[src/sv/stpf_pkg.sv]
// Shared types, codes and constants of the serial tagged packet queue.
package stpf_pkg;

   // Default number of descriptors the queue can hold.
   localparam int QUEUE_DEPTH_DEF = 64;

   // Depth of the command queue between the front and the back.
   localparam int CMD_QUEUE_DEPTH = 2;

   // Reset value of the per-entry byte overhead register.
   localparam logic [7:0] OVERHEAD_RESET = 8'd64;

   // Action codes as they arrive on the request channel.
   typedef enum logic [2:0] {
      ACT_PUT    = 3'd0,
      ACT_MARKER = 3'd1,
      ACT_GET    = 3'd2,
      ACT_FLUSH  = 3'd3,
      ACT_ABORT  = 3'd4,
      ACT_START  = 3'd5
   } action_type;

   // Result status codes.
   typedef enum logic [2:0] {
      ST_PUT_OK    = 3'd0,
      ST_REJ_ABORT = 3'd1,
      ST_REJ_FULL  = 3'd2,
      ST_GOT       = 3'd3,
      ST_EMPTY     = 3'd4,
      ST_GET_ABORT = 3'd5,
      ST_DONE      = 3'd6
   } status_type;

   // Operation classes decoded by the front.
   typedef enum logic [2:0] {
      OP_PUT,
      OP_MARKER,
      OP_GET,
      OP_FLUSH,
      OP_ABORT,
      OP_START,
      OP_NONE
   } op_type;

   // States of the back part's sequencer.
   typedef enum logic [1:0] {
      BK_EXEC,
      BK_READ,
      BK_SECOND
   } back_state_type;

   // One stored descriptor with its generation serial.
   typedef struct packed {
      logic [31:0] handle;
      logic [23:0] size;
      logic [31:0] duration;
      logic [7:0]  stream;
      logic [31:0] serial;
   } entry_type;

   localparam int ENTRY_W = $bits(entry_type);

   // A classified item travelling from the front to the back.
   typedef struct packed {
      op_type      op;
      logic        wait_if_empty;
      logic [31:0] handle;
      logic [23:0] size;
      logic [31:0] duration;
      logic [7:0]  stream;
   } cmd_type;

   // One result item.
   typedef struct packed {
      status_type  status;
      logic [31:0] out_handle;
      logic [23:0] out_size;
      logic [31:0] out_duration;
      logic [7:0]  out_stream;
      logic [31:0] out_serial;
      logic [6:0]  entry_count;
      logic [31:0] byte_total;
      logic [39:0] duration_total;
      logic        is_aborted;
      logic        last_of_run;
   } rsp_type;

endpackage

[src/sv/stpf_cmd_queue.sv]
// Short command queue that decouples the front from the back.
module stpf_cmd_queue (
   input  logic               clock,
   input  logic               reset,
   input  logic               push_valid,
   input  stpf_pkg::cmd_type  push_cmd,
   output logic               full,
   output logic               pop_valid,
   output stpf_pkg::cmd_type  pop_cmd,
   input  logic               pop
);

   localparam int DEPTH = stpf_pkg::CMD_QUEUE_DEPTH;
   localparam int PTR_W = (DEPTH > 1) ? $clog2(DEPTH) : 1;
   localparam int CNT_W = $clog2(DEPTH + 1);

   stpf_pkg::cmd_type slot_ff [DEPTH];
   logic [PTR_W-1:0]  wr_ptr_ff, wr_ptr_in;
   logic [PTR_W-1:0]  rd_ptr_ff, rd_ptr_in;
   logic [CNT_W-1:0]  count_ff, count_in;
   logic              do_push;
   logic              do_pop;

   assign full      = (count_ff == CNT_W'(DEPTH));
   assign pop_valid = (count_ff != '0);
   assign pop_cmd   = slot_ff[rd_ptr_ff];
   assign do_push   = push_valid && !full;
   assign do_pop    = pop && pop_valid;

   // Pointer and fill count updates.
   always_comb begin
      wr_ptr_in = wr_ptr_ff;
      rd_ptr_in = rd_ptr_ff;
      count_in  = count_ff;
      if (do_push) begin
         wr_ptr_in = (wr_ptr_ff == PTR_W'(DEPTH - 1)) ? '0 : wr_ptr_ff + 1'b1;
      end
      if (do_pop) begin
         rd_ptr_in = (rd_ptr_ff == PTR_W'(DEPTH - 1)) ? '0 : rd_ptr_ff + 1'b1;
      end
      if (do_push && !do_pop) begin
         count_in = count_ff + 1'b1;
      end else if (do_pop && !do_push) begin
         count_in = count_ff - 1'b1;
      end
   end

   always_ff @(posedge clock) begin
      if (reset) begin
         wr_ptr_ff <= '0;
         rd_ptr_ff <= '0;
         count_ff  <= '0;
      end else begin
         wr_ptr_ff <= wr_ptr_in;
         rd_ptr_ff <= rd_ptr_in;
         count_ff  <= count_in;
      end
   end

   // Slot storage.
   always_ff @(posedge clock) begin
      if (do_push) begin
         slot_ff[wr_ptr_ff] <= push_cmd;
      end
   end

endmodule

[config.mk]
export PLATFORM = sky130hd
export DESIGN_NAME = stpf_cmd_queue
export DESIGN_NICKNAME = d
export VERILOG_FILES = /design/src/sv/stpf_pkg.sv /design/src/sv/stpf_cmd_queue.sv
export SDC_FILE = /design/constraint.sdc
export NUM_CORES = 1
export LEC_CHECK = 0
export CAP_MARGIN = 30
export CORE_MARGIN = 3
export CORE_UTILIZATION = 25
export CTS_BUF_LIST = sky130_fd_sc_hd__clkbuf_4
export DETAILED_ROUTE_END_ITERATION = 7
export DONT_BUFFER_PORTS = 1
export GPL_TIMING_DRIVEN = 0
export PLACE_DENSITY = 0.42
export SYNTH_ARGS = -nofsm -noshare
export SYNTH_HDL_FRONTEND = slang
export SYNTH_SLANG_ARGS = --single-unit
[constraint.sdc]
create_clock -name clock -period 6.05 [get_ports clock]
set_clock_uncertainty 0.15 [all_clocks]
set_input_delay 1.21 -clock clock [delete_from_list [all_inputs] [get_ports clock]]
set_output_delay 1.21 -clock clock [all_outputs]
set_load 0.01 [all_outputs]
==> results of run 1 <==
[per-stage QoR]
stage / power [mW] / setup slack (ns) / cell area [um2]
after detailed placement: 2.67 / 2.90 / 7970
final: 3.78 / 2.74 / 8660
after CTS: 3.89 / 2.53 / 8660
after global routing: 4.01 / 2.52 / 8660
after floorplan: 2.47 / 1.72 / 7430
after global placement: 2.67 / 0.223 / 7910
[flip-flops by register name (all words and copies together) (netlist names), named ones only]
register	cells
count_ff	2
rd_ptr_ff	1
slot_ff	200
wr_ptr_ff	1
[path summary, 6_finish.rpt]
path	startpoint	end	cells after the start
worst max register to register	count_ff[1]$_SDFFE_PP0P_	slot_ff[0][73]$_DFFE_PP_	4
worst min-delay path	wr_ptr_ff$_SDFFE_PP0N_	wr_ptr_ff$_SDFFE_PP0N_	2
worst max-delay path	flip-flop	pop_cmd[90]	3
worst min register to register	wr_ptr_ff$_SDFFE_PP0N_	wr_ptr_ff$_SDFFE_PP0N_	2
[cells by family after synthesis]
kind of cell / Yosys count
AOI/OAI and AO/OA: 5
muxes: 100
DFF: 205
buffers and inverters: 13
and+or+nand+nor: 9
xor gates and xnor gates: 3
adders and majority gates: 1
[cell usage in the layout (no fill, tap or decap)]
cell and n:
sky130_fd_sc_hd__inv_4 1, sky130_fd_sc_hd__dfxtp_1 5, sky130_fd_sc_hd__bufinv_16 2, sky130_fd_sc_hd__inv_1 1, sky130_fd_sc_hd__or3_1 2, sky130_fd_sc_hd__nor2b_2 1, sky130_fd_sc_hd__buf_4 10, sky130_fd_sc_hd__mux2_2 100
sky130_fd_sc_hd__o21ai_0 3, sky130_fd_sc_hd__clkbuf_4 74, sky130_fd_sc_hd__a21oi_1 2, sky130_fd_sc_hd__edfxtp_1 200, sky130_fd_sc_hd__xor2_1 3, sky130_fd_sc_hd__ha_1 1, sky130_fd_sc_hd__buf_16 2, sky130_fd_sc_hd__or2_2 1
sky130_fd_sc_hd__clkinv_1 12, sky130_fd_sc_hd__nor2_1 4, sky130_fd_sc_hd__and2_4 1, sky130_fd_sc_hd__buf_2 1, sky130_fd_sc_hd__clkinv_2 5
[tightest hold or removal path: stages, from the launching register on]
cell,delay (ns)
sky130_fd_sc_hd__dfxtp_1,0.31
sky130_fd_sc_hd__o21ai_0,0.07
sky130_fd_sc_hd__a21oi_1,0.07
[layer usage]
metal | up-vias | share of wire, %
met2 | 166 | 50
li1 | 1480 | -
met4 | 0 | 2.6
met1 | 1635 | 33
met5 | - | 0
met3 | 40 | 13
[report_power, final]
group          internal [mW]  total (mW)  switching (mW)
combinational          0.304       0.782           0.478
clock                  0.649        1.18           0.526
sequential              1.78        1.83          0.0411
[final cells by class]
class	count	area share, %
Buffer	11	0.925
Inverter	2	0.116
Multi-Input combinational cell	118	14.3
Tap cell	384	5.55
Sequential cell	205	70.5
Clock buffer	74	6.42
Timing Repair Buffer	2	0.636
Clock inverter	19	1.50
==> impl_metrics.yaml, run 1 <==
global_routing:
  grt.busiest_layer: "met2"
  remaining_global_route_overflow: 0
  grt_max_degree: 59
  global_route.usage.met2_pct: 15.0
  grtUsageTotal_pct: 8.96
  antenna_found_initial: 0
  grt_pass1_vias: 3540
  groute.layer.met1.usage_pct: 8.76
  grtUsageMet3_pct: 5.45
  first_pass_grt_wire_length_um: 21200
hold_path:
  holdCritPathClass: "flip-flop to flip-flop"
synthesis:
  synth_adder_area_share_pct: 0.168
  top_post_synthesis_cells_by_area: "sky130_fd_sc_hd__edfxtp_1 81%, sky130_fd_sc_hd__mux2_2 15%, sky130_fd_sc_hd__dfxtp_1 1.3%"
  simple_gate_area_share_of_the_yosys_netlist_pct: 0.657
  post-synth-top-area-cell: "sky130_fd_sc_hd__edfxtp_1"
  synth_area_mm2: 0.00743
  synthDominantCellAreaShare_pct: 80.8
  largest_family_of_logic_cells_by_synthesized_area: "multiplexers"
  muxShareOfSynthArea_pct: 15.2
  synth_seq_area_share_pct: 82.2
  synth_fp_nets: 441
  synthFlopType: "sky130_fd_sc_hd__edfxtp_1"
  postSynthCellCount: 336
  synth_edf_count: 200
  compound_gate_fraction_of_synth_area_pct: 0.337
  avgSynthCellArea_um2: 22.1
  synth.yosys.warnings: 0
  synthMostInstantiatedCell: "sky130_fd_sc_hd__edfxtp_1"
  synth.distinct_cells: 15
  synthTopCellsByCount: "200 x sky130_fd_sc_hd__edfxtp_1, 100 x sky130_fd_sc_hd__mux2_2, 10 x sky130_fd_sc_hd__buf_4, 5 x sky130_fd_sc_hd__dfxtp_1, 4 x sky130_fd_sc_hd__nor2_1"
  synth_xor_area_share_pct: 0.354
  synth-async-reset-ratio_pct: 0
  ys_ff_latch: 205
setup_path:
  largest_fanout_of_any_net_on_the_critical_path: 10
  endpoint_kind: "output pin"
  crit_path_top_delay_cell: "sky130_fd_sc_hd__mux2_2"
  worst-path-buf-inv: 2
  crit_path_max_incr_delay_ns: 0.42
  critical_path.top_delay_family: "buffers and inverters"
  setup.worst_path.class: "flip-flop to output pin"
  timing.critical_path.required_ns: 4.69
  critical_path_arrival_ns: 1.95
  timing.reg2reg.setup_slack_ns: 3.68
  crit_path_cell_trace: "buf_2 > buf_4 > mux2_2"
  critical_path.startpoint_type: "flip-flop"
cts:
  cts.clk_slew.worst_paths_ns: 0.06
  cts_made_buffers: 54
  cts_hold_repair.buffers: 0
  maximum_clock_path_buffer_count: 3
  post_cts.repair.setup_buffers: 0
  cts-htree-levels: 2
  clock-sinks: 205
  clkLatencyLatePin_ns: 0.63
  root_buffer: "sky130_fd_sc_hd__clkbuf_4"
  ctsResizeCount: 0
  clock_tree_from_tritoncts: "built"
pwr:
  power_density_mw_per_mm2: 437
  leakage_nw: 2.82
  peakVddDrop_uv: 233
routing:
  route.detailed.wl_per_inst_um: 18.4
  drt.antenna.violating_nets: 0
  drt-initial-drc-count: 125
  drcViolationCount: 0
  routed_wl_um: 15000
  routed-via-count: 3321
  via_per_inst: 4.07
  detail_route.first_pass.iterations: 4
timing:
  min_period_over_period_pct: 54.7
  final_setup_violation_count: 0
  report.final.hold_viol_count: 0
  number_of_max_slew_violations_in_the_final_report: 0
  rsz_0062_raised_after_global_routing: "false"
  timing_worst_slew_pin_value_ns: 0.789
  maxSlewHeadroom_pct: 47.4
  clock.fmax_mhz: 302
  hold_slack_ns: 0.342
  fin_crit_period_ns: 3.31
  fin_setup_tns_ns: 0
run:
  max-cap-violations: 0
floorplan:
  pin_count: 206
  die_h_um: 178
  fp.dieArea_mm2: 0.0318
  floorplan.core_area_mm2: 0.0290
  die_x_um: 178
  row_count: 62
  initial_standard_cell_utilization_of_the_core_pct: 25.6
cells_and_area:
  antenna_cells_inserted: 0
  stdcell_count: 815
  layout_area_overhead_pct: 16.5
  final-seq-area_mm2: 0.00611
  num-nets-final: 499
  post_route_cells_drive_above_1_share_pct: 45.9
  postLayoutCoreUtil_pct: 29.8
  multiInputGateArea_mm2: 0.00124
  final.fill_count: 2885
placement:
  place.gp.congestion: 0.672
  placed_cells: 722
  port-buffer-count: 0
  placed_wire_length_estimate_um: 9870
outcome:
  status: "complete, no violations"
No activity file was read; power rests on OpenSTA's default activity.
==> run 2: changes to the inputs <==
- ABC_AREA: unset -> 1
- PLACE_DENSITY: 0.42 -> 0.44
- clock period: 6.05 -> 2.7 ns (I/O delays scaled with it)
==> run 2 against run 1 <==
Core utilization up 3.3 points. Synthesized cell count is 3.6% higher. Critical endpoint is now pop_cmd[21]. Critical path type unchanged. Register-to-register slack got worse by 3.1 ns.
==> impl_metrics.yaml, run 2 <==
floorplan:
  die_h_um: 184
  row_count: 64
  fp.dieArea_mm2: 0.0340
  floorplan.core_area_mm2: 0.0310
  die_x_um: 184
  initial_standard_cell_utilization_of_the_core_pct: 25.7
  pin_count: 206
synthesis:
  synth_fp_nets: 453
  synthTopCellsByCount: "200 x sky130_fd_sc_hd__edfxtp_1, 100 x sky130_fd_sc_hd__mux2_4, 10 x sky130_fd_sc_hd__buf_12, 8 x sky130_fd_sc_hd__inv_1, 8 x sky130_fd_sc_hd__nor2_1"
  synth_seq_area_share_pct: 76.7
  synth-async-reset-ratio_pct: 0
  ys_ff_latch: 205
  synth.distinct_cells: 14
  synth_area_mm2: 0.00796
  synthFlopType: "sky130_fd_sc_hd__edfxtp_1"
  top_post_synthesis_cells_by_area: "sky130_fd_sc_hd__edfxtp_1 75%, sky130_fd_sc_hd__mux2_4 19%, sky130_fd_sc_hd__buf_12 2.5%"
  synth.yosys.warnings: 0
  synthMostInstantiatedCell: "sky130_fd_sc_hd__edfxtp_1"
  postSynthCellCount: 348
  synth_edf_count: 200
  post-synth-top-area-cell: "sky130_fd_sc_hd__edfxtp_1"
  avgSynthCellArea_um2: 22.9
  synthDominantCellAreaShare_pct: 75.5
global_routing:
  grtUsageTotal_pct: 8.98
  antenna_found_initial: 1
  grt_max_degree: 33
  first_pass_grt_wire_length_um: 23100
  grt_pass1_vias: 4125
  remaining_global_route_overflow: 0
pwr:
  peakVddDrop_uv: 327
  power.combinational.fraction_pct: 25.6
  finalPower_mw: 8.76
  netSwitchingPower_mw: 2.43
  cellInternalPower_mw: 6.33
  clock_power_share_pct: 27.3
  seq_power_share_pct: 47.1
  power_density_mw_per_mm2: 854
  leakage_nw: 3.68
  sw_frac_of_total_pct: 27.7
cells_and_area:
  regMostFlops: "slot_ff"
  post_route_cells_drive_above_1_share_pct: 36.4
  num-nets-final: 617
  stdcell_count: 945
  postLayoutCoreUtil_pct: 33.1
  reg_top3: "slot_ff (200), count_ff (2)"
  flip_flop_count_of_the_largest_register_after_layout: 200
  layout_area_overhead_pct: 28.9
  mostFrequentLayoutCell: "sky130_fd_sc_hd__edfxtp_1"
  commonest_cells_after_routing_fill_and_taps_aside: "200 x sky130_fd_sc_hd__edfxtp_1, 104 x sky130_fd_sc_hd__dlygate4sd3_1, 100 x sky130_fd_sc_hd__mux2_4, 72 x sky130_fd_sc_hd__clkbuf_4, 16 x sky130_fd_sc_hd__buf_12"
  final.fill_count: 2998
cts:
  cts.clk_slew.worst_paths_ns: 0.07
  clock-sinks: 205
  root_buffer: "sky130_fd_sc_hd__clkbuf_4"
  maximum_clock_path_buffer_count: 3
  ctsResizeCount: 0
  clock_tree_from_tritoncts: "built"
  clkLatencyLatePin_ns: 0.64
  cts_made_buffers: 52
  cts-htree-levels: 2
routing:
  drt.antenna.violating_nets: 0
  via_per_inst: 3.97
  drt-initial-drc-count: 82
  routed-via-count: 3751
  detail_route.first_pass.iterations: 4
  drcViolationCount: 0
  route.detailed.wl_per_inst_um: 16.6
  routed_wl_um: 15700
timing:
  hold_slack_ns: 0.388
  report.final.hold_viol_count: 0
  number_of_max_slew_violations_in_the_final_report: 0
  timing_worst_slew_pin_value_ns: 0.770
  fin_crit_period_ns: 2.47
  final_setup_violation_count: 0
  min_period_over_period_pct: 91.3
  maxSlewHeadroom_pct: 48.5
  clock.fmax_mhz: 406
  rsz_0062_raised_after_global_routing: "false"
run:
  max-cap-violations: 0
placement:
  port-buffer-count: 0
  place.gp.congestion: 0.670
  placed_cells: 750
  placed_wire_length_estimate_um: 10600
outcome:
  status: "complete, no violations"
setup_path:
  critical_path.startpoint_type: "flip-flop"
  timing.critical_path.required_ns: 2.01
  setup.worst_path.class: "flip-flop to output pin"
  critical_path_arrival_ns: 1.78
  largest_fanout_of_any_net_on_the_critical_path: 10
  endpoint_kind: "output pin"
hold_path:
  holdCritPathClass: "flip-flop to flip-flop"
run 2: path summary, 6_finish.rpt:
path | startpoint | end | slack (ns) | cells past startpoint
max reg2reg | count_ff[1]$_SDFFE_PP0P_ | slot_ff[0][29]$_DFFE_PP_ | 0.56 | 5
min | wr_ptr_ff$_SDFFE_PP0N_ | wr_ptr_ff$_SDFFE_PP0N_ | 0.39 | 2
min reg2reg | wr_ptr_ff$_SDFFE_PP0N_ | wr_ptr_ff$_SDFFE_PP0N_ | 0.39 | 2
max | flip-flop | pop_cmd[21] | 0.23 | 3
run 2: what timing repair did:
item                      in CTS  in global routing
hold endpoints to repair     205                  0
hold buffers                 104                  0
buffers inserted               0                  0
run 2: cell type report:
cell class	count	area [um2]	area share, %
clock inverter	17	70.1	0.683
inverter	8	30.0	0.293
timing repair buffer	110	1160	11.3
antenna	2	5.00	0.0488
sequential	205	6110	59.5
multi-input combinational	124	1640	16.0
buffer	11	211	2.06
clock buffer	72	541	5.27
tap	396	495	4.83
run 2: per-layer routing:
| layer | wire length (um) | part of all wire (%) | GRT usage (%) |
|---|---|---|---|
| met1 | 5730 | 36 | 9.39 |
| met4 | 570 | 3.6 | 4.26 |
| met2 | 7790 | 50 | 15.3 |
| met3 | 1630 | 10 | 4.22 |
| met5 | 0 | 0 | 0 |
run 2: kinds of logic (layout without fill, tap and decap cells):
group                    after synthesis  after routing  synth area share, %
AND/OR/NAND/NOR                       18             18                0.912
AO/OA/AOI/OAI                          5              5                0.314
buffers and inverters                 19            218                 3.03
adder cells (fa/ha/maj)                1              1                0.157
other                                  0              2                    0
flip-flops                           205            205                 76.7
multiplexers                         100            100                 18.9
run 2: power groups by stage:
stage	Combinational (mW)	Sequential, mW	Clock [mW]
floorplan	1.68	4.19	0
global placement	2.06	4.22	0
detailed placement	2.16	4.20	0
CTS	2.32	4.13	2.53
global route	2.41	4.16	2.71
finish	2.24	4.13	2.39
run 2: worst max-delay path, stage by stage, from the launching register on:
cell,delay (ns)
sky130_fd_sc_hd__dfxtp_1,0.32
sky130_fd_sc_hd__buf_6,0.26
sky130_fd_sc_hd__buf_12,0.20
sky130_fd_sc_hd__mux2_4,0.35
run 2: through the flow:
step | setup slack, ns | TNS (ns) | cell area, um2
after floorplan | 0.0253 | 0 | 7990
after global placement | -0.909 | -178.88 | 8480
after detailed placement | 0.467 | 0 | 8600
after CTS | 0.0994 | 0 | 10300
after global routing | 0.0708 | 0 | 10300
final | 0.235 | 0 | 10300
